File: config.mk
export PLATFORM = sky130hd
export DESIGN_NAME = two_speed_homing_sequencer_core
export DESIGN_NICKNAME = d
export VERILOG_FILES = /design/src/thsq_pkg.sv /design/src/thsq_cfg_regs.sv /design/src/thsq_step.sv /design/src/two_speed_homing_sequencer_core.sv
export VERILOG_INCLUDE_DIRS = /design/src /design/src/src
export SDC_FILE = /design/constraint.sdc
export NUM_CORES = 1
export LEC_CHECK = 0
export BUFFER_PORTS_ARGS = -buffer_cell sky130_fd_sc_hd__buf_2
export CORE_UTILIZATION = 56
export DETAILED_ROUTE_END_ITERATION = 10
export GPL_TIMING_DRIVEN = 0
export PLACE_DENSITY = 0.77
export SLEW_MARGIN = 20
export SYNTH_ARGS = -nofsm -noshare
export SYNTH_HDL_FRONTEND = slang
export SYNTH_SLANG_ARGS = --single-unit
File: constraint.sdc
create_clock -name clk -period 6.3 [get_ports clk]
set_clock_uncertainty 0.05 [all_clocks]
set_input_delay 0.63 -clock clk [delete_from_list [all_inputs] [get_ports clk]]
set_output_delay 0.63 -clock clk [all_outputs]
set_load 0.1 [all_outputs]
File: src/two_speed_homing_sequencer_core_defines.svh
// Assertion macros for the two-speed homing sequencer.
// Taken in by the top level; relies on nothing else.
`ifndef TWO_SPEED_HOMING_SEQUENCER_CORE_DEFINES_SVH
`define TWO_SPEED_HOMING_SEQUENCER_CORE_DEFINES_SVH

// Same-cycle implication, checked outside reset.
`define THSQ_ASSERT_NOW(name, clk, rst_n, ante, cons) \
    name: assert property (@(posedge clk) disable iff (!rst_n) (ante) |-> (cons)) \
        else $error("homing sequencer check failed");

// Next-cycle implication, checked outside reset.
`define THSQ_ASSERT_NEXT(name, clk, rst_n, ante, cons) \
    name: assert property (@(posedge clk) disable iff (!rst_n) (ante) |=> (cons)) \
        else $error("homing sequencer check failed");

`endif

File: src/thsq_pkg.sv
// Shared types, codes and constants of the two-speed homing sequencer.
// No dependencies.
package thsq_pkg;

    localparam int TIME_WIDTH = 32;
    localparam int RATE_W     = 20;
    localparam int TMO_W      = 16;
    localparam int CFG_IDX_W  = 3;
    localparam int CFG_DATA_W = 20;
    localparam int CMD_W      = 3;
    localparam int NOW_W      = 32;
    localparam int PHASE_W    = 4;
    localparam int DRV_W      = 2;

    localparam logic [CMD_W-1:0] CMD_TICK          = 3'd0;
    localparam logic [CMD_W-1:0] CMD_START_FAST    = 3'd1;
    localparam logic [CMD_W-1:0] CMD_START_BACKOFF = 3'd2;
    localparam logic [CMD_W-1:0] CMD_GO_IDLE       = 3'd3;
    localparam logic [CMD_W-1:0] CMD_MARK_HOME     = 3'd4;

    localparam logic [CFG_IDX_W-1:0] CFG_FAST_SEEK_RATE   = 3'd0;
    localparam logic [CFG_IDX_W-1:0] CFG_SLOW_SEEK_RATE   = 3'd1;
    localparam logic [CFG_IDX_W-1:0] CFG_BACKOFF_DISTANCE = 3'd2;
    localparam logic [CFG_IDX_W-1:0] CFG_FAST_TIMEOUT     = 3'd3;
    localparam logic [CFG_IDX_W-1:0] CFG_BACKOFF_TIMEOUT  = 3'd4;
    localparam logic [CFG_IDX_W-1:0] CFG_SLOW_TIMEOUT     = 3'd5;

    localparam logic [RATE_W-1:0] RST_FAST_SEEK_RATE   = 20'd40000;
    localparam logic [RATE_W-1:0] RST_SLOW_SEEK_RATE   = 20'd2000;
    localparam logic [RATE_W-1:0] RST_BACKOFF_DISTANCE = 20'd2000;
    localparam logic [TMO_W-1:0]  RST_FAST_TIMEOUT     = 16'd15000;
    localparam logic [TMO_W-1:0]  RST_BACKOFF_TIMEOUT  = 16'd3000;
    localparam logic [TMO_W-1:0]  RST_SLOW_TIMEOUT     = 16'd8000;

    localparam logic [PHASE_W-1:0] PH_CODE_IDLE         = 4'd0;
    localparam logic [PHASE_W-1:0] PH_CODE_FAST_SEEK    = 4'd1;
    localparam logic [PHASE_W-1:0] PH_CODE_FAST_WAIT    = 4'd2;
    localparam logic [PHASE_W-1:0] PH_CODE_BACKOFF      = 4'd3;
    localparam logic [PHASE_W-1:0] PH_CODE_BACKOFF_WAIT = 4'd4;
    localparam logic [PHASE_W-1:0] PH_CODE_SLOW_SEEK    = 4'd5;
    localparam logic [PHASE_W-1:0] PH_CODE_SLOW_WAIT    = 4'd6;
    localparam logic [PHASE_W-1:0] PH_CODE_COMPLETE     = 4'd7;
    localparam logic [PHASE_W-1:0] PH_CODE_FAILED       = 4'd8;

    typedef enum logic [8:0] {
        PH_IDLE         = 9'b000000001,
        PH_FAST_SEEK    = 9'b000000010,
        PH_FAST_WAIT    = 9'b000000100,
        PH_BACKOFF      = 9'b000001000,
        PH_BACKOFF_WAIT = 9'b000010000,
        PH_SLOW_SEEK    = 9'b000100000,
        PH_SLOW_WAIT    = 9'b001000000,
        PH_COMPLETE     = 9'b010000000,
        PH_FAILED       = 9'b100000000
    } phase_t;

    typedef enum logic [DRV_W-1:0] {
        DRV_NONE     = 2'd0,
        DRV_VEL      = 2'd1,
        DRV_MOVE_NEG = 2'd2,
        DRV_STOP     = 2'd3
    } drive_t;

    typedef struct packed {
        logic [RATE_W-1:0] fast_seek_rate;
        logic [RATE_W-1:0] slow_seek_rate;
        logic [RATE_W-1:0] backoff_distance;
        logic [TMO_W-1:0]  fast_timeout;
        logic [TMO_W-1:0]  backoff_timeout;
        logic [TMO_W-1:0]  slow_timeout;
    } cfg_t;

    typedef struct packed {
        logic [CMD_W-1:0] cmd;
        logic [NOW_W-1:0] now_ms;
        logic             home_tripped;
        logic             limit_cancel;
        logic             alerts_present;
        logic             steps_complete;
    } item_t;

    typedef struct packed {
        phase_t                phase;
        logic [TIME_WIDTH-1:0] entry;
        logic                  homed;
    } state_t;

    typedef struct packed {
        logic [PHASE_W-1:0] phase;
        logic               homed;
        drive_t             drive_cmd;
        logic [RATE_W-1:0]  drive_amount;
        logic               zero_reference;
    } result_t;

    function automatic logic [PHASE_W-1:0] phase_code(input phase_t p);
        logic [PHASE_W-1:0] c;
        case (p)
            PH_IDLE:         c = PH_CODE_IDLE;
            PH_FAST_SEEK:    c = PH_CODE_FAST_SEEK;
            PH_FAST_WAIT:    c = PH_CODE_FAST_WAIT;
            PH_BACKOFF:      c = PH_CODE_BACKOFF;
            PH_BACKOFF_WAIT: c = PH_CODE_BACKOFF_WAIT;
            PH_SLOW_SEEK:    c = PH_CODE_SLOW_SEEK;
            PH_SLOW_WAIT:    c = PH_CODE_SLOW_WAIT;
            PH_COMPLETE:     c = PH_CODE_COMPLETE;
            PH_FAILED:       c = PH_CODE_FAILED;
            default:         c = PH_CODE_IDLE;
        endcase
        return c;
    endfunction

endpackage

File: src/thsq_cfg_regs.sv
// Configuration register file of the homing sequencer: rates, backoff, timeouts.
// Depends on thsq_pkg.
module thsq_cfg_regs (
    input  logic                             clk,
    input  logic                             rst_n,
    input  logic                             cfg_we,
    input  logic [thsq_pkg::CFG_IDX_W-1:0]   cfg_index,
    input  logic [thsq_pkg::CFG_DATA_W-1:0]  cfg_data,
    output thsq_pkg::cfg_t                   cfg
);

    thsq_pkg::cfg_t cfg_reg;

    always_ff @(posedge clk or negedge rst_n)
    begin
        if (!rst_n)
        begin
            cfg_reg.fast_seek_rate   <= thsq_pkg::RST_FAST_SEEK_RATE;
            cfg_reg.slow_seek_rate   <= thsq_pkg::RST_SLOW_SEEK_RATE;
            cfg_reg.backoff_distance <= thsq_pkg::RST_BACKOFF_DISTANCE;
            cfg_reg.fast_timeout     <= thsq_pkg::RST_FAST_TIMEOUT;
            cfg_reg.backoff_timeout  <= thsq_pkg::RST_BACKOFF_TIMEOUT;
            cfg_reg.slow_timeout     <= thsq_pkg::RST_SLOW_TIMEOUT;
        end
        else if (cfg_we)
        begin
            case (cfg_index)
                thsq_pkg::CFG_FAST_SEEK_RATE:
                    cfg_reg.fast_seek_rate <= cfg_data[thsq_pkg::RATE_W-1:0];
                thsq_pkg::CFG_SLOW_SEEK_RATE:
                    cfg_reg.slow_seek_rate <= cfg_data[thsq_pkg::RATE_W-1:0];
                thsq_pkg::CFG_BACKOFF_DISTANCE:
                    cfg_reg.backoff_distance <= cfg_data[thsq_pkg::RATE_W-1:0];
                thsq_pkg::CFG_FAST_TIMEOUT:
                    cfg_reg.fast_timeout <= cfg_data[thsq_pkg::TMO_W-1:0];
                thsq_pkg::CFG_BACKOFF_TIMEOUT:
                    cfg_reg.backoff_timeout <= cfg_data[thsq_pkg::TMO_W-1:0];
                thsq_pkg::CFG_SLOW_TIMEOUT:
                    cfg_reg.slow_timeout <= cfg_data[thsq_pkg::TMO_W-1:0];
                default:
                    ;
            endcase
        end
    end

    assign cfg = cfg_reg;

endmodule

File: src/thsq_step.sv
// One tick of the homing phase machine: command, then one phase step.
// Pure combinational; depends on thsq_pkg.
module thsq_step (
    input  thsq_pkg::item_t   item,
    input  thsq_pkg::state_t  state,
    input  thsq_pkg::cfg_t    cfg,
    output thsq_pkg::state_t  state_next,
    output thsq_pkg::result_t result
);

    logic [thsq_pkg::TIME_WIDTH-1:0] now_t;

    assign now_t = thsq_pkg::TIME_WIDTH'(item.now_ms);

    always_comb
    begin
        thsq_pkg::phase_t                phase;
        logic [thsq_pkg::TIME_WIDTH-1:0] entry;
        logic [thsq_pkg::TIME_WIDTH-1:0] elapsed;
        logic                            homed;
        thsq_pkg::drive_t                dcmd;
        logic [thsq_pkg::RATE_W-1:0]     amount;
        logic                            zref;

        phase   = state.phase;
        entry   = state.entry;
        homed   = state.homed;
        dcmd    = thsq_pkg::DRV_NONE;
        amount  = '0;
        zref    = 1'b0;
        elapsed = '0;

        case (item.cmd)
            thsq_pkg::CMD_START_FAST:
            begin
                homed = 1'b0;
                phase = thsq_pkg::PH_FAST_SEEK;
                entry = now_t;
            end
            thsq_pkg::CMD_START_BACKOFF:
            begin
                homed = 1'b0;
                phase = thsq_pkg::PH_BACKOFF;
                entry = now_t;
            end
            thsq_pkg::CMD_GO_IDLE:
            begin
                dcmd  = thsq_pkg::DRV_STOP;
                phase = thsq_pkg::PH_IDLE;
                entry = now_t;
            end
            thsq_pkg::CMD_MARK_HOME:
            begin
                zref  = 1'b1;
                homed = 1'b1;
                phase = thsq_pkg::PH_COMPLETE;
                entry = now_t;
            end
            default:
                ;
        endcase

        // Later actions in a tick override earlier ones; an earlier phase
        // entry restarts the elapsed time seen by the timeout check.
        case (phase)
            thsq_pkg::PH_FAST_SEEK:
            begin
                dcmd   = thsq_pkg::DRV_VEL;
                amount = cfg.fast_seek_rate;
                phase  = thsq_pkg::PH_FAST_WAIT;
                entry  = now_t;
            end
            thsq_pkg::PH_FAST_WAIT:
            begin
                if (item.limit_cancel && item.steps_complete)
                begin
                    zref  = 1'b1;
                    phase = thsq_pkg::PH_BACKOFF;
                    entry = now_t;
                end
                if (item.alerts_present && !item.limit_cancel)
                begin
                    phase = thsq_pkg::PH_FAILED;
                    entry = now_t;
                end
                elapsed = now_t - entry;
                if (elapsed >= thsq_pkg::TIME_WIDTH'(cfg.fast_timeout))
                begin
                    dcmd   = thsq_pkg::DRV_STOP;
                    amount = '0;
                    phase  = thsq_pkg::PH_FAILED;
                    entry  = now_t;
                end
            end
            thsq_pkg::PH_BACKOFF:
            begin
                dcmd   = thsq_pkg::DRV_MOVE_NEG;
                amount = cfg.backoff_distance;
                phase  = thsq_pkg::PH_BACKOFF_WAIT;
                entry  = now_t;
            end
            thsq_pkg::PH_BACKOFF_WAIT:
            begin
                if (!item.home_tripped)
                begin
                    dcmd   = thsq_pkg::DRV_STOP;
                    amount = '0;
                    if (item.steps_complete)
                    begin
                        phase = thsq_pkg::PH_SLOW_SEEK;
                        entry = now_t;
                    end
                end
                else if (item.steps_complete)
                begin
                    phase = thsq_pkg::PH_FAILED;
                    entry = now_t;
                end
                if (item.alerts_present)
                begin
                    phase = thsq_pkg::PH_FAILED;
                    entry = now_t;
                end
                elapsed = now_t - entry;
                if (elapsed >= thsq_pkg::TIME_WIDTH'(cfg.backoff_timeout))
                begin
                    dcmd   = thsq_pkg::DRV_STOP;
                    amount = '0;
                    phase  = thsq_pkg::PH_FAILED;
                    entry  = now_t;
                end
            end
            thsq_pkg::PH_SLOW_SEEK:
            begin
                dcmd   = thsq_pkg::DRV_VEL;
                amount = cfg.slow_seek_rate;
                phase  = thsq_pkg::PH_SLOW_WAIT;
                entry  = now_t;
            end
            thsq_pkg::PH_SLOW_WAIT:
            begin
                if (item.limit_cancel && item.steps_complete)
                begin
                    zref  = 1'b1;
                    homed = 1'b1;
                    phase = thsq_pkg::PH_COMPLETE;
                    entry = now_t;
                end
                if (item.alerts_present && !item.limit_cancel)
                begin
                    phase = thsq_pkg::PH_FAILED;
                    entry = now_t;
                end
                elapsed = now_t - entry;
                if (elapsed >= thsq_pkg::TIME_WIDTH'(cfg.slow_timeout))
                begin
                    dcmd   = thsq_pkg::DRV_STOP;
                    amount = '0;
                    phase  = thsq_pkg::PH_FAILED;
                    entry  = now_t;
                end
            end
            default:
                ;
        endcase

        state_next.phase      = phase;
        state_next.entry      = entry;
        state_next.homed      = homed;
        result.phase          = thsq_pkg::phase_code(phase);
        result.homed          = homed;
        result.drive_cmd      = dcmd;
        result.drive_amount   = amount;
        result.zero_reference = zref;
    end

endmodule

File: src/two_speed_homing_sequencer_core.sv
// Top level of the two-speed homing sequencer: input, state and result registers.
// Depends on thsq_pkg, thsq_cfg_regs, thsq_step and the assertion macro header.
//
// Usage:
//   Input channel (in_valid/in_ready) carries one control tick: cmd, now_ms,
//   home_tripped, limit_cancel, alerts_present, steps_complete.
//   Output channel (out_valid/out_ready) returns exactly one result per tick:
//   phase, homed, drive_cmd, drive_amount, zero_reference.
//   The configuration port (cfg_we, cfg_index, cfg_data) writes one register
//   per cycle with no wait; index 0..5 selects fast rate, slow rate, backoff
//   distance, fast, backoff and slow timeouts. Other indexes are ignored.
//   The input register takes an accepted tick; the phase step logic then writes
//   its result into the output register once that register is free or being
//   drained. Throughput: one tick per cycle while the receiver takes results,
//   set by the single register-to-register pass through the phase step logic.
//   When the receiver stalls, the result holds in the output register and one
//   more tick waits in the input register; in_ready then drops until the
//   result is taken.
//   Reset puts the phase to idle, clears homed and the entry time, empties
//   both registers and loads the register defaults.
`include "two_speed_homing_sequencer_core_defines.svh"

module two_speed_homing_sequencer_core (
    input  logic                             clk,
    input  logic                             rst_n,
    input  logic                             cfg_we,
    input  logic [thsq_pkg::CFG_IDX_W-1:0]   cfg_index,
    input  logic [thsq_pkg::CFG_DATA_W-1:0]  cfg_data,
    input  logic                             in_valid,
    output logic                             in_ready,
    input  logic [thsq_pkg::CMD_W-1:0]       cmd,
    input  logic [thsq_pkg::NOW_W-1:0]       now_ms,
    input  logic                             home_tripped,
    input  logic                             limit_cancel,
    input  logic                             alerts_present,
    input  logic                             steps_complete,
    output logic                             out_valid,
    input  logic                             out_ready,
    output logic [thsq_pkg::PHASE_W-1:0]     phase,
    output logic                             homed,
    output logic [thsq_pkg::DRV_W-1:0]       drive_cmd,
    output logic [thsq_pkg::RATE_W-1:0]      drive_amount,
    output logic                             zero_reference
);

    thsq_pkg::cfg_t    cfg;
    thsq_pkg::item_t   item_reg;
    logic              s1_valid_reg;
    thsq_pkg::state_t  state_reg;
    thsq_pkg::state_t  state_next;
    thsq_pkg::result_t result_next;
    thsq_pkg::result_t result_reg;
    logic              out_valid_reg;
    logic              s1_advance;
    logic              in_transfer;

    thsq_cfg_regs u_cfg (
        .clk       (clk),
        .rst_n     (rst_n),
        .cfg_we    (cfg_we),
        .cfg_index (cfg_index),
        .cfg_data  (cfg_data),
        .cfg       (cfg)
    );

    thsq_step u_step (
        .item       (item_reg),
        .state      (state_reg),
        .cfg        (cfg),
        .state_next (state_next),
        .result     (result_next)
    );

    // Advance the held tick when the output register is free or being drained.
    assign s1_advance  = s1_valid_reg && (!out_valid_reg || out_ready);
    assign in_ready    = !s1_valid_reg || s1_advance;
    assign in_transfer = in_valid && in_ready;

    always_ff @(posedge clk or negedge rst_n)
    begin
        if (!rst_n)
        begin
            s1_valid_reg <= 1'b0;
        end
        else if (in_transfer)
        begin
            s1_valid_reg <= 1'b1;
        end
        else if (s1_advance)
        begin
            s1_valid_reg <= 1'b0;
        end
    end

    always_ff @(posedge clk)
    begin
        if (in_transfer)
        begin
            item_reg.cmd            <= cmd;
            item_reg.now_ms         <= now_ms;
            item_reg.home_tripped   <= home_tripped;
            item_reg.limit_cancel   <= limit_cancel;
            item_reg.alerts_present <= alerts_present;
            item_reg.steps_complete <= steps_complete;
        end
    end

    always_ff @(posedge clk or negedge rst_n)
    begin
        if (!rst_n)
        begin
            state_reg.phase <= thsq_pkg::PH_IDLE;
            state_reg.entry <= '0;
            state_reg.homed <= 1'b0;
        end
        else if (s1_advance)
        begin
            state_reg <= state_next;
        end
    end

    always_ff @(posedge clk or negedge rst_n)
    begin
        if (!rst_n)
        begin
            out_valid_reg <= 1'b0;
        end
        else if (s1_advance)
        begin
            out_valid_reg <= 1'b1;
        end
        else if (out_ready)
        begin
            out_valid_reg <= 1'b0;
        end
    end

    always_ff @(posedge clk)
    begin
        if (s1_advance)
        begin
            result_reg <= result_next;
        end
    end

    assign out_valid      = out_valid_reg;
    assign phase          = result_reg.phase;
    assign homed          = result_reg.homed;
    assign drive_cmd      = result_reg.drive_cmd;
    assign drive_amount   = result_reg.drive_amount;
    assign zero_reference = result_reg.zero_reference;

    // Zeroing the reference only happens on mark, limit latch or a timeout after it.
    `THSQ_ASSERT_NOW(a_zero_ref_phase, clk, rst_n, out_valid && zero_reference, phase == thsq_pkg::PH_CODE_BACKOFF || phase == thsq_pkg::PH_CODE_COMPLETE || phase == thsq_pkg::PH_CODE_FAILED)

    // A velocity move is issued only on entry to a wait phase.
    `THSQ_ASSERT_NOW(a_vel_phase, clk, rst_n, out_valid && drive_cmd == thsq_pkg::DRV_VEL, phase == thsq_pkg::PH_CODE_FAST_WAIT || phase == thsq_pkg::PH_CODE_SLOW_WAIT)

    // Phase state moves only when a tick passes through the step logic.
    `THSQ_ASSERT_NEXT(a_state_hold, clk, rst_n, !s1_valid_reg, $stable(state_reg))

endmodule
==> results list, run 1 <==
- Status: complete, but fails checks
- The final reports fail on setup timing.
- Deepest clock path buffer count: 3
- The number of endpoints with negative hold slack in the final report was 0.
* Mapped Area: about 15000 sq um
- Layout Area Growth over Synthesis: 20.7%
- DRC errors left: 0
- Total via count in the routed design: between 10000 and 15000
* GR Util All Layers: between 30% and 40%
* Post-synth cell types: between 80 and 90
* H-tree lvl count: 1
- Period Utilization, post-route: 102%
- Clock-pin transition on the worst setup and hold timing paths: around 0.06 ns
- Final-layout setup total negative slack: -3.14 ns
- Total count of max-transition violations in the final report: 0
- Power spread over the standard cell area amounts to ~340 nW/um^2.
- The worst pin sits at a relative slew slack of 31.1%.
- The clock network burns ~25% of the power.
- The internal power of the cells totals 3.82 mW.
- Net switching power: approximately 2.4 mW
- Routability-driven placement finished with a final weighted congestion of around 0.93.
* Number of antenna diodes: 0
* Post-DP HPWL: around 31000 um
- Worst setup path class: flop to flop
- After synthesis the netlist holds a flip-flop and latch count of approximately 220.
- Worst endpoint data arrival time: approximately 6.7 ns
* Syn Area/Cell: between 9 and 10 sq um
* Die Span Y: 167 um
- Sequential share of power: 32.5%
- Of all nets on the critical path, the largest fanout is 8.
- The tightest min-delay check is of the input port to asynchronous set/reset pin type.
- Max capacitance violation total: 0
- TritonCTS built the clock tree.
* Combinational group share of total power: a little over two fifths
- Buffers inserted during clock tree synthesis total 25.
- Root buffer cell: sky130_fd_sc_hd__clkbuf_16
- The Yosys step of the flow raised 0 warnings.
- Largest net degree at the start of global routing: 90
- Critical path required time: ~6.5 ns
* Starting DRC count in detailed routing: approximately 1700
- Maximum clock frequency: about 0.15 GHz
* Number of flip-flops under the largest register name: approximately 110
* Number of buffers inserted by port buffering: between 90 and 100
* Number of filler cells placed in the layout: roughly 1900
* Kind of end point of the critical path: flop
* Kind of start point of the critical path: flop
- Static Leakage: ~7.8 nW
- Measured along the x axis, the die boundary spans 167 um.
- Async set or reset register ratio after synthesis: a little over two thirds
* Prevailing post-synth register cell: sky130_fd_sc_hd__dfrtp_1
- The share of the Yosys chip area taken by registers is about two fifths.
- Yosys mapped a number of flops with a built-in enable equal to 67.
* Gate Count Post-Synth: about 1600
- Setup repair after global routing could not meet its margin everywhere.
- After detailed routing, the average wire length per cell comes to 21.3 um.
- Total Nets Final: approximately 1900
- Most common library cell in the layout ignoring fill and taps: sky130_fd_sc_hd__nand2_1
* Hold slack final: approximately 0.00045 ns
- At the later pin of the worst-skew pair, clock insertion delay measures between 0.5 and 0.6 ns.
- Die Outline Area: between 20000 and 30000 sq um
- Antenna violations before repair: 0
- The worst-case IR drop observed on VDD is ~0.00023 V.
- Total clock sinks: around 220
* Via count of the first global-routing pass: 12900
- The first detailed-routing pass ran for 8 iterations.
- The routed design could run at a clock period as short as 6.45 ns.
* Number of buffers inserted for hold repair after clock tree synthesis: 0
- Row generation in the floorplan step produced 59 rows.
* Slew at the pin closest to its max-slew limit: ~1.0 ns
- The count of nets left with antenna violations once routing finished came out at 0.
* Starting density of the core: approximately 58%
* Fraction of power spent switching nets: a little under two fifths
- The region available for standard cell placement spans 26400 sq um.
- Power comes to around 6.2 mW.
- Leaving out fill and tap cells, the most frequent cells in the layout are sky130_fd_sc_hd__nand2_1 (132), sky130_fd_sc_hd__dfrtp_1 (114), sky130_fd_sc_hd__a21oi_1 (106).
* Worst path setup slack after routing: -0.155 ns
* Fraction of final layout cells with drive strength greater than 1: approximately 27%
- Dividing the detail-routed via count by the number of cells gives approximately 6.4.
- Pin placement for this block handled slightly below 100 I/O pins.
- For this run the aggregate overflow at the end of global routing stands at 0.
- The number of nets handed over by synthesis was 1766.
- Wires add up to roughly 45000 um.
- The first global-routing pass estimated around 70000 um of wire.
- Setup violators final: 35
stage by stage:
step           worst slack (ns)  cells  util [%]  instance area, sq um
2_1_floorplan            0.0766   1587         -                 15200
6_report                 -0.155   2117      69.6                 18300
3_5_place_dp              -1.74   2021      61.5                 16200
4_1_cts                 -0.0294   2092      67.2                 17700
5_1_grt                  -0.371   2117      69.6                 18300
3_3_place_gp              -2.18   2018      61.1                 16100
power groups by stage:
stage | sequential, mW | combinational, mW | clock (mW)
3_5_place_dp | 2.01 | 2.23 | 0
5_1_grt | 2.04 | 2.85 | 1.61
6_report | 2.01 | 2.64 | 1.53
4_1_cts | 1.99 | 2.40 | 1.55
3_3_place_gp | 1.99 | 2.14 | 0
2_1_floorplan | 2.12 | 1.52 | 0
worst max-delay path, cell delays in order, from the launching register on:
cell and delay (ns):
sky130_fd_sc_hd__edfxtp_1 0.44, sky130_fd_sc_hd__or3_4 0.44, sky130_fd_sc_hd__a21oi_4 0.23, sky130_fd_sc_hd__buf_8 0.18
sky130_fd_sc_hd__mux2i_4 0.32, sky130_fd_sc_hd__ha_4 0.25, sky130_fd_sc_hd__nor2b_4 0.13, sky130_fd_sc_hd__o2111ai_2 0.29
sky130_fd_sc_hd__a31oi_4 0.16, sky130_fd_sc_hd__o21ai_2 0.18, sky130_fd_sc_hd__nand2b_1 0.10, sky130_fd_sc_hd__a21o_1 0.17
sky130_fd_sc_hd__a21oi_2 0.12, sky130_fd_sc_hd__xnor2_1 0.14, sky130_fd_sc_hd__ha_1 0.27, sky130_fd_sc_hd__nand4_1 0.17
sky130_fd_sc_hd__nor2_1 0.08, sky130_fd_sc_hd__o41a_1 0.46, sky130_fd_sc_hd__nor4_1 0.25, sky130_fd_sc_hd__nand4_1 0.15
sky130_fd_sc_hd__nor4bb_1 0.32, sky130_fd_sc_hd__and3_2 0.30, sky130_fd_sc_hd__nand4_4 0.12, sky130_fd_sc_hd__buf_12 0.23
sky130_fd_sc_hd__o21ai_4 0.23, sky130_fd_sc_hd__xor2_1 0.09, sky130_fd_sc_hd__o211ai_1 0.23, sky130_fd_sc_hd__a21oi_2 0.09
layout make-up:
type | instances | area (sq um) | share of cell area, %
Buffer | 62 | 359 | 1.96
Clock buffer | 35 | 704 | 3.84
Clock inverter | 10 | 156 | 0.852
Inverter | 87 | 327 | 1.78
Multi-Input combinational cell | 1214 | 9470 | 51.6
Sequential cell | 219 | 5860 | 32.0
Tap cell | 335 | 419 | 2.28
Timing Repair Buffer | 155 | 1050 | 5.73
final timing paths:
kind,start,to,slack [ns],cells past startpoint
max reg2reg,item_reg[36],phase[2],-0.15,27
max in group asynchronous,rst_n,u_cfg.cfg[100],5.38,2
max,item_reg[36],phase[2],-0.15,27
min reg2reg,u_cfg.cfg[4],u_cfg.cfg[4],0.45,1
min,rst_n,u_cfg.cfg[91],0.0004,1
min in group clk,now_ms[22],item_reg[26],0.22,1
metal layers:
layer	track usage, %	vias up	routed length, um
met3	5.42	88	3330
met1	43.2	6630	19600
met2	49.5	617	21000
met5	0	-	0
li1	-	6267	-
met4	9.58	0	1180
kinds of logic after synthesis:
| family | synth area share (%) |
|---|---|
| AOI/OAI and AO/OA | 19.9 |
| and+or+nand+nor | 13.9 |
| DFF | 38.6 |
| muxes | 12.1 |
| buffers and inverters | 4.06 |
| adders and majority gates | 9.32 |
| xor gates and xnor gates | 2.19 |
cells in the mapped netlist (all sizes together), types with 17 or more instances:
library cell / number / area share [%]
a211oi: 17 / 0.87
a21o: 29 / 1.4
a21oi: 120 / 3.9
a222oi: 21 / 1.4
a31oi: 17 / 0.70
buf: 19 / 0.72
clkbuf: 48 / 1.2
dfrtp: 114 / 19
dfstp: 38 / 6.6
edfxtp: 67 / 13
ha: 110 / 9.1
inv: 87 / 2.1
mux2: 100 / 7.4
mux2i: 71 / 4.7
nand2: 135 / 3.3
nand2b: 20 / 0.82
nand3: 22 / 0.76
nand4: 24 / 1.0
nor2: 94 / 2.3
nor3: 30 / 0.99
o21a: 44 / 2.2
o21ai: 143 / 4.8
xnor2: 17 / 0.98
xor2: 21 / 1.2
repair_timing:
| item | in CTS | in global routing |
|---|---|---|
| setup buffers | 28 | 26 |
| endpoints found under the setup margin | 46 | 42 |
| gates resized for setup | 97 | 102 |
| cloned | 0 | 2 |
| pin swaps | 27 | 54 |
Note: power is estimated with default switching activity, not from simulation.
==> inputs of run 2 (changes only) <==
--- a/config.mk
+++ b/config.mk
@@ -6,11 +6,13 @@
 export SDC_FILE = /design/constraint.sdc
 export NUM_CORES = 1
 export LEC_CHECK = 0
+export ABC_AREA = 1
 export BUFFER_PORTS_ARGS = -buffer_cell sky130_fd_sc_hd__buf_2
-export CORE_UTILIZATION = 56
+export CORE_MARGIN = 5
+export CORE_UTILIZATION = 63
 export DETAILED_ROUTE_END_ITERATION = 10
 export GPL_TIMING_DRIVEN = 0
-export PLACE_DENSITY = 0.77
+export PLACE_DENSITY = 0.82
 export SLEW_MARGIN = 20
 export SYNTH_ARGS = -nofsm -noshare
 export SYNTH_HDL_FRONTEND = slang
==> constraint.sdc (replaced) <==
create_clock -name clk -period 7.22 [get_ports clk]
set_clock_uncertainty 0.05 [all_clocks]
set_input_delay 0.722 -clock clk [delete_from_list [all_inputs] [get_ports clk]]
set_output_delay 0.722 -clock clk [all_outputs]
set_load 0.1 [all_outputs]
==> run 2 against run 1 <==
  * First-iteration DRC count up 5.8%
  * The flow now finishes without violations
  * Sequential power fell by 12%
  * Utilization grew 0.42 points
  * Highest routed layer unchanged
==> results list, run 2 <==
* Most used standard cell by instance count after synthesis: sky130_fd_sc_hd__nand2_1
* Global-route wire length before repair: approximately 83000 um
- Yosys mapped the design onto 47 distinct sky130hd cell types.
* Class of the worst hold path: input port to asynchronous set/reset pin
* Layout Area Growth over Synthesis: 10.5%
* End of the worst register-to-register path: state_reg[31]
* Count of flip-flops with a built-in enable after synthesis: 67
* Number of flip-flops under the largest register name: around 110
- The detail route stage leaves a number of antenna-violating nets equal to 0.
* Starting density of the core: between 60% and 70%
- Sequential cells were found to cover roughly 35% of the synthesized design area.
- Register area: 5860 sq um
- Of all cell types, the one taking the most synthesized area is sky130_fd_sc_hd__nand2_1.
* Maximum clock frequency: about 0.15 GHz
* Number of optimization iterations in the first detailed-route pass: 6
- Slew at the pin closest to its max-slew limit: around 1.1 ns
- Total clock sinks: approximately 220
* Total Nets Final: about 2800
- The multi-input combinational cells in the finished layout cover a total of 9140 sq um.
- Gate Count Post-Synth: between 2000 and 3000
- Worst-path maximum fanout: 10
* TritonCTS clock tree: yes
- The tree is rooted in a sky130_fd_sc_hd__clkbuf_16.
* Net switching power: 2.92 mW
- The number of antenna violations at the first check in global routing was 0.
* Number of buffers inserted by post-CTS setup repair: 0
- Post-detailed-route wirelength per cell: between 15 and 20 um
* Async set or reset register ratio after synthesis: just under 70%
* Combinational group share of total power: ~52%
* Inst Count DP: 2973
- Sequential share of power: about 28%
- Leaving out fill and tap cells, the most frequent cell in the layout is sky130_fd_sc_hd__nand2_1.
- Global routing finished with a remaining overflow of 0.
- Final critical path time including I/O delays and setup: approximately 6.5 ns
- Synthesis inferred roughly 220 register bits.
- Synthesis Warnings: 0
- Worst path setup slack after routing: about 0.7 ns
- Data arrives at the worst endpoint at about 7 ns.
- The final count of pins violating max slew was 0.
* Unrepaired setup endpoints after global routing: no
- Across the VDD grid, the largest voltage drop is 0.000285 V.
* Critical path required time: ~7.6 ns
- Number of antenna diodes: 0
- Buffers placed on the I/O ports in this run total 96.
* Slew margin rel.: between 20% and 30%
* Syn Area/Cell: about 6.7 sq um
* Final GP Congestion: around 0.96
- Fraction of final layout cells with drive strength greater than 1: under 10%
- Among all flip-flop cells after synthesis, the most frequent one is sky130_fd_sc_hd__dfrtp_1.
- Final-layout setup total negative slack: 0 ns
- Cell internal power was estimated by the tool at ~3.3 mW.
- The layout has between 2000 and 2500 filler cells.
- After detailed routing, the number of vias per cell comes to approximately 5.7.
- The floorplan step defined a die boundary enclosing 30300 sq um.
- Clock tree synthesis inserted a total of 25 buffers.
- Clk network pwr share: between 10% and 20%
* Width of the chip: 174 um
* H-tree lvl count: 1
* Mapped Area: around 17000 sq um
* Area share of the leading cell type in the synthesized netlist: 20.6%
- Status: completed
- Number of placed I/O pins: 97
- Core Box Area: about 27000 sq um
* Largest net degree at the start of global routing: slightly below 90
- For this run, design rule violations remaining after detail routing come to 0.
- Clock-pin transition on the worst setup and hold timing paths: 0.06 ns
- Ranking of synthesized cells by area: sky130_fd_sc_hd__nand2_1 (21%), sky130_fd_sc_hd__dfrtp_1 (17%), sky130_fd_sc_hd__edfxtp_1 (12%), sky130_fd_sc_hd__inv_1 (9.1%), sky130_fd_sc_hd__ha_1 (8.1%)
- By startpoint and endpoint, the worst setup path is classified as flop to flop.
- In this run switching power makes up a little under half of total power.
* Register-to-register path setup slack: around 0.69 ns
* Reg-to-reg critical path startpoint: item_reg[37]
- After the flow finishes, the layout carries non-filler instances totaling roughly 3000.
- Buffers inserted to repair hold after CTS numbered 0.
- Beginning of the critical path: item_reg[37]
- Highest-count cells in the layout ignoring fill and taps: sky130_fd_sc_hd__nand2_1 (928), sky130_fd_sc_hd__inv_1 (409), sky130_fd_sc_hd__o21ai_0 (238)
- Number of resized instances in the post-cts repair step: 0
- In this run the deepest clock path goes through 3 buffers.
* Delay of the slowest cell on the worst path: about 0.57 ns
* Ranking of synthesized cells by instance count: sky130_fd_sc_hd__nand2_1 (928), sky130_fd_sc_hd__inv_1 (410), sky130_fd_sc_hd__o21ai_0 (238), sky130_fd_sc_hd__nor2_1 (131), sky130_fd_sc_hd__nand3_1 (122)
- The worst setup path is captured at a flop.
* Max capacitance violation total: 0
- At the placement stage, the worst setup path has a slack of just under 0.9 ns.
- The number of global-route vias before repair is approximately 16000.
- Net count after synthesis: between 2000 and 3000
- The number of endpoints with negative hold slack in the final report is 0.
- At the later pin of the worst-skew pair, clock insertion delay measures roughly 0.54 ns.
- Power density over the cells: between 300 and 400 nW/um^2
- Post-route core utilization: between 70% and 80%
- STA classifies the critical path startpoint as a flop.
* GR Util All Layers: between 30% and 40%
* Static Leakage: slightly above 10 nW
- Die Span Y: around 170 um
- The final route contains between 15000 and 20000 vias.
- For this design, the slowest cell found on the critical path is sky130_fd_sc_hd__buf_1.
- Number of placement rows: 60
- Post-DP HPWL: between 40000 and 50000 um
- The detailed router finished its first iteration with between 1500 and 2000 violations.
- Setup violators final: 0
* Total power draw: around 6.2 mW
* Most used cell, CP: sky130_fd_sc_hd__nand2_1
- The worst register-to-register path has a depth of 32.
- The routed design has 52300 um of wire.
- After layout, the worst path uses slightly above 90% of the clock period.
-- run 2: changes by cell type after synthesis, moves of 20 or more --
| cell | delta |
|---|---|
| sky130_fd_sc_hd__a222oi_1 | -21 |
| sky130_fd_sc_hd__mux2_2 | -100 |
| sky130_fd_sc_hd__a21oi_1 | -32 |
| sky130_fd_sc_hd__mux2i_1 | -54 |
| sky130_fd_sc_hd__nor2_1 | +37 |
| sky130_fd_sc_hd__a21o_1 | -29 |
| sky130_fd_sc_hd__o21ai_0 | +114 |
| sky130_fd_sc_hd__nand2b_1 | -20 |
| sky130_fd_sc_hd__inv_1 | +323 |
| sky130_fd_sc_hd__nand3_1 | +101 |
| sky130_fd_sc_hd__o21a_1 | -44 |
| sky130_fd_sc_hd__nand2_1 | +793 |
-- run 2: layer usage --
| metal | track usage, % | up-vias | routed length [um] | part of all wire [%] |
|---|---|---|---|---|
| met4 | 11.0 | 0 | 1840 | 3.5 |
| met5 | 0 | - | 0 | 0 |
| met2 | 52.7 | 862 | 22600 | 43 |
| met3 | 6.57 | 127 | 5540 | 11 |
| met1 | 48.0 | 7800 | 22300 | 43 |
| li1 | - | 8271 | - | - |
-- run 2: area by class of cell --
class,count,area share (%)
multi-input cells,1821,48.8
flip-flops and latches,219,31.3
inverters,418,8.38
clock buffers,36,3.89
repair buffers,98,2.91
well taps,341,2.28
plain buffers,76,1.99
clock inverters,10,0.401
-- run 2: kinds of logic (layout without fill, tap and decap cells) --
kind of cell    after synthesis  in the layout  synth area share, %
buf+inv                     494            638                 11.5
xor+xnor                     29             29                 1.50
fa+ha+maj                   112            112                 8.36
mux                          17             17                 1.00
compound gates              386            386                 12.0
flops                       219            219                 34.6
simple gates               1277           1277                 31.1
-- run 2: critical path: cells and delay by family (launching register included) --
family                   cells  cell delay (ns)
XOR/XNOR                     1             0.27
AND/OR/NAND/NOR             19             2.84
buffers and inverters        5             1.30
flip-flops                   1             0.44
AO/OA/AOI/OAI                5             0.82
adder cells (fa/ha/maj)      2             0.73
-- run 2: through the flow --
stage                     hold slack (ns)  area (sq um)
final                              0.0941         18700
after detailed placement            0.416         17900
after floorplan                     0.376         16900
after global placement              0.412         17900
after global routing                0.122         18700
after CTS                          0.0949         18700
-- run 2: power by group through the flow --
stage	clock (mW)	combinational [mW]	sequential (mW)
3_5_place_dp	0	3.16	1.77
4_1_cts	1.25	3.19	1.75
3_3_place_gp	0	3.05	1.76
6_report	1.24	3.25	1.76
5_1_grt	1.31	3.65	1.79
2_1_floorplan	0	2.16	1.95
-- run 2: worst max path at each step --
stage	to	depth (start not counted)	slack, ns
after floorplan	phase[2]	35	2.65
after global placement	state_reg[30]	32	0.99
after detailed placement	state_reg[30]	32	0.87
after CTS	state_reg[31]	32	0.80
after global routing	state_reg[26]	32	0.18
final	state_reg[31]	32	0.69
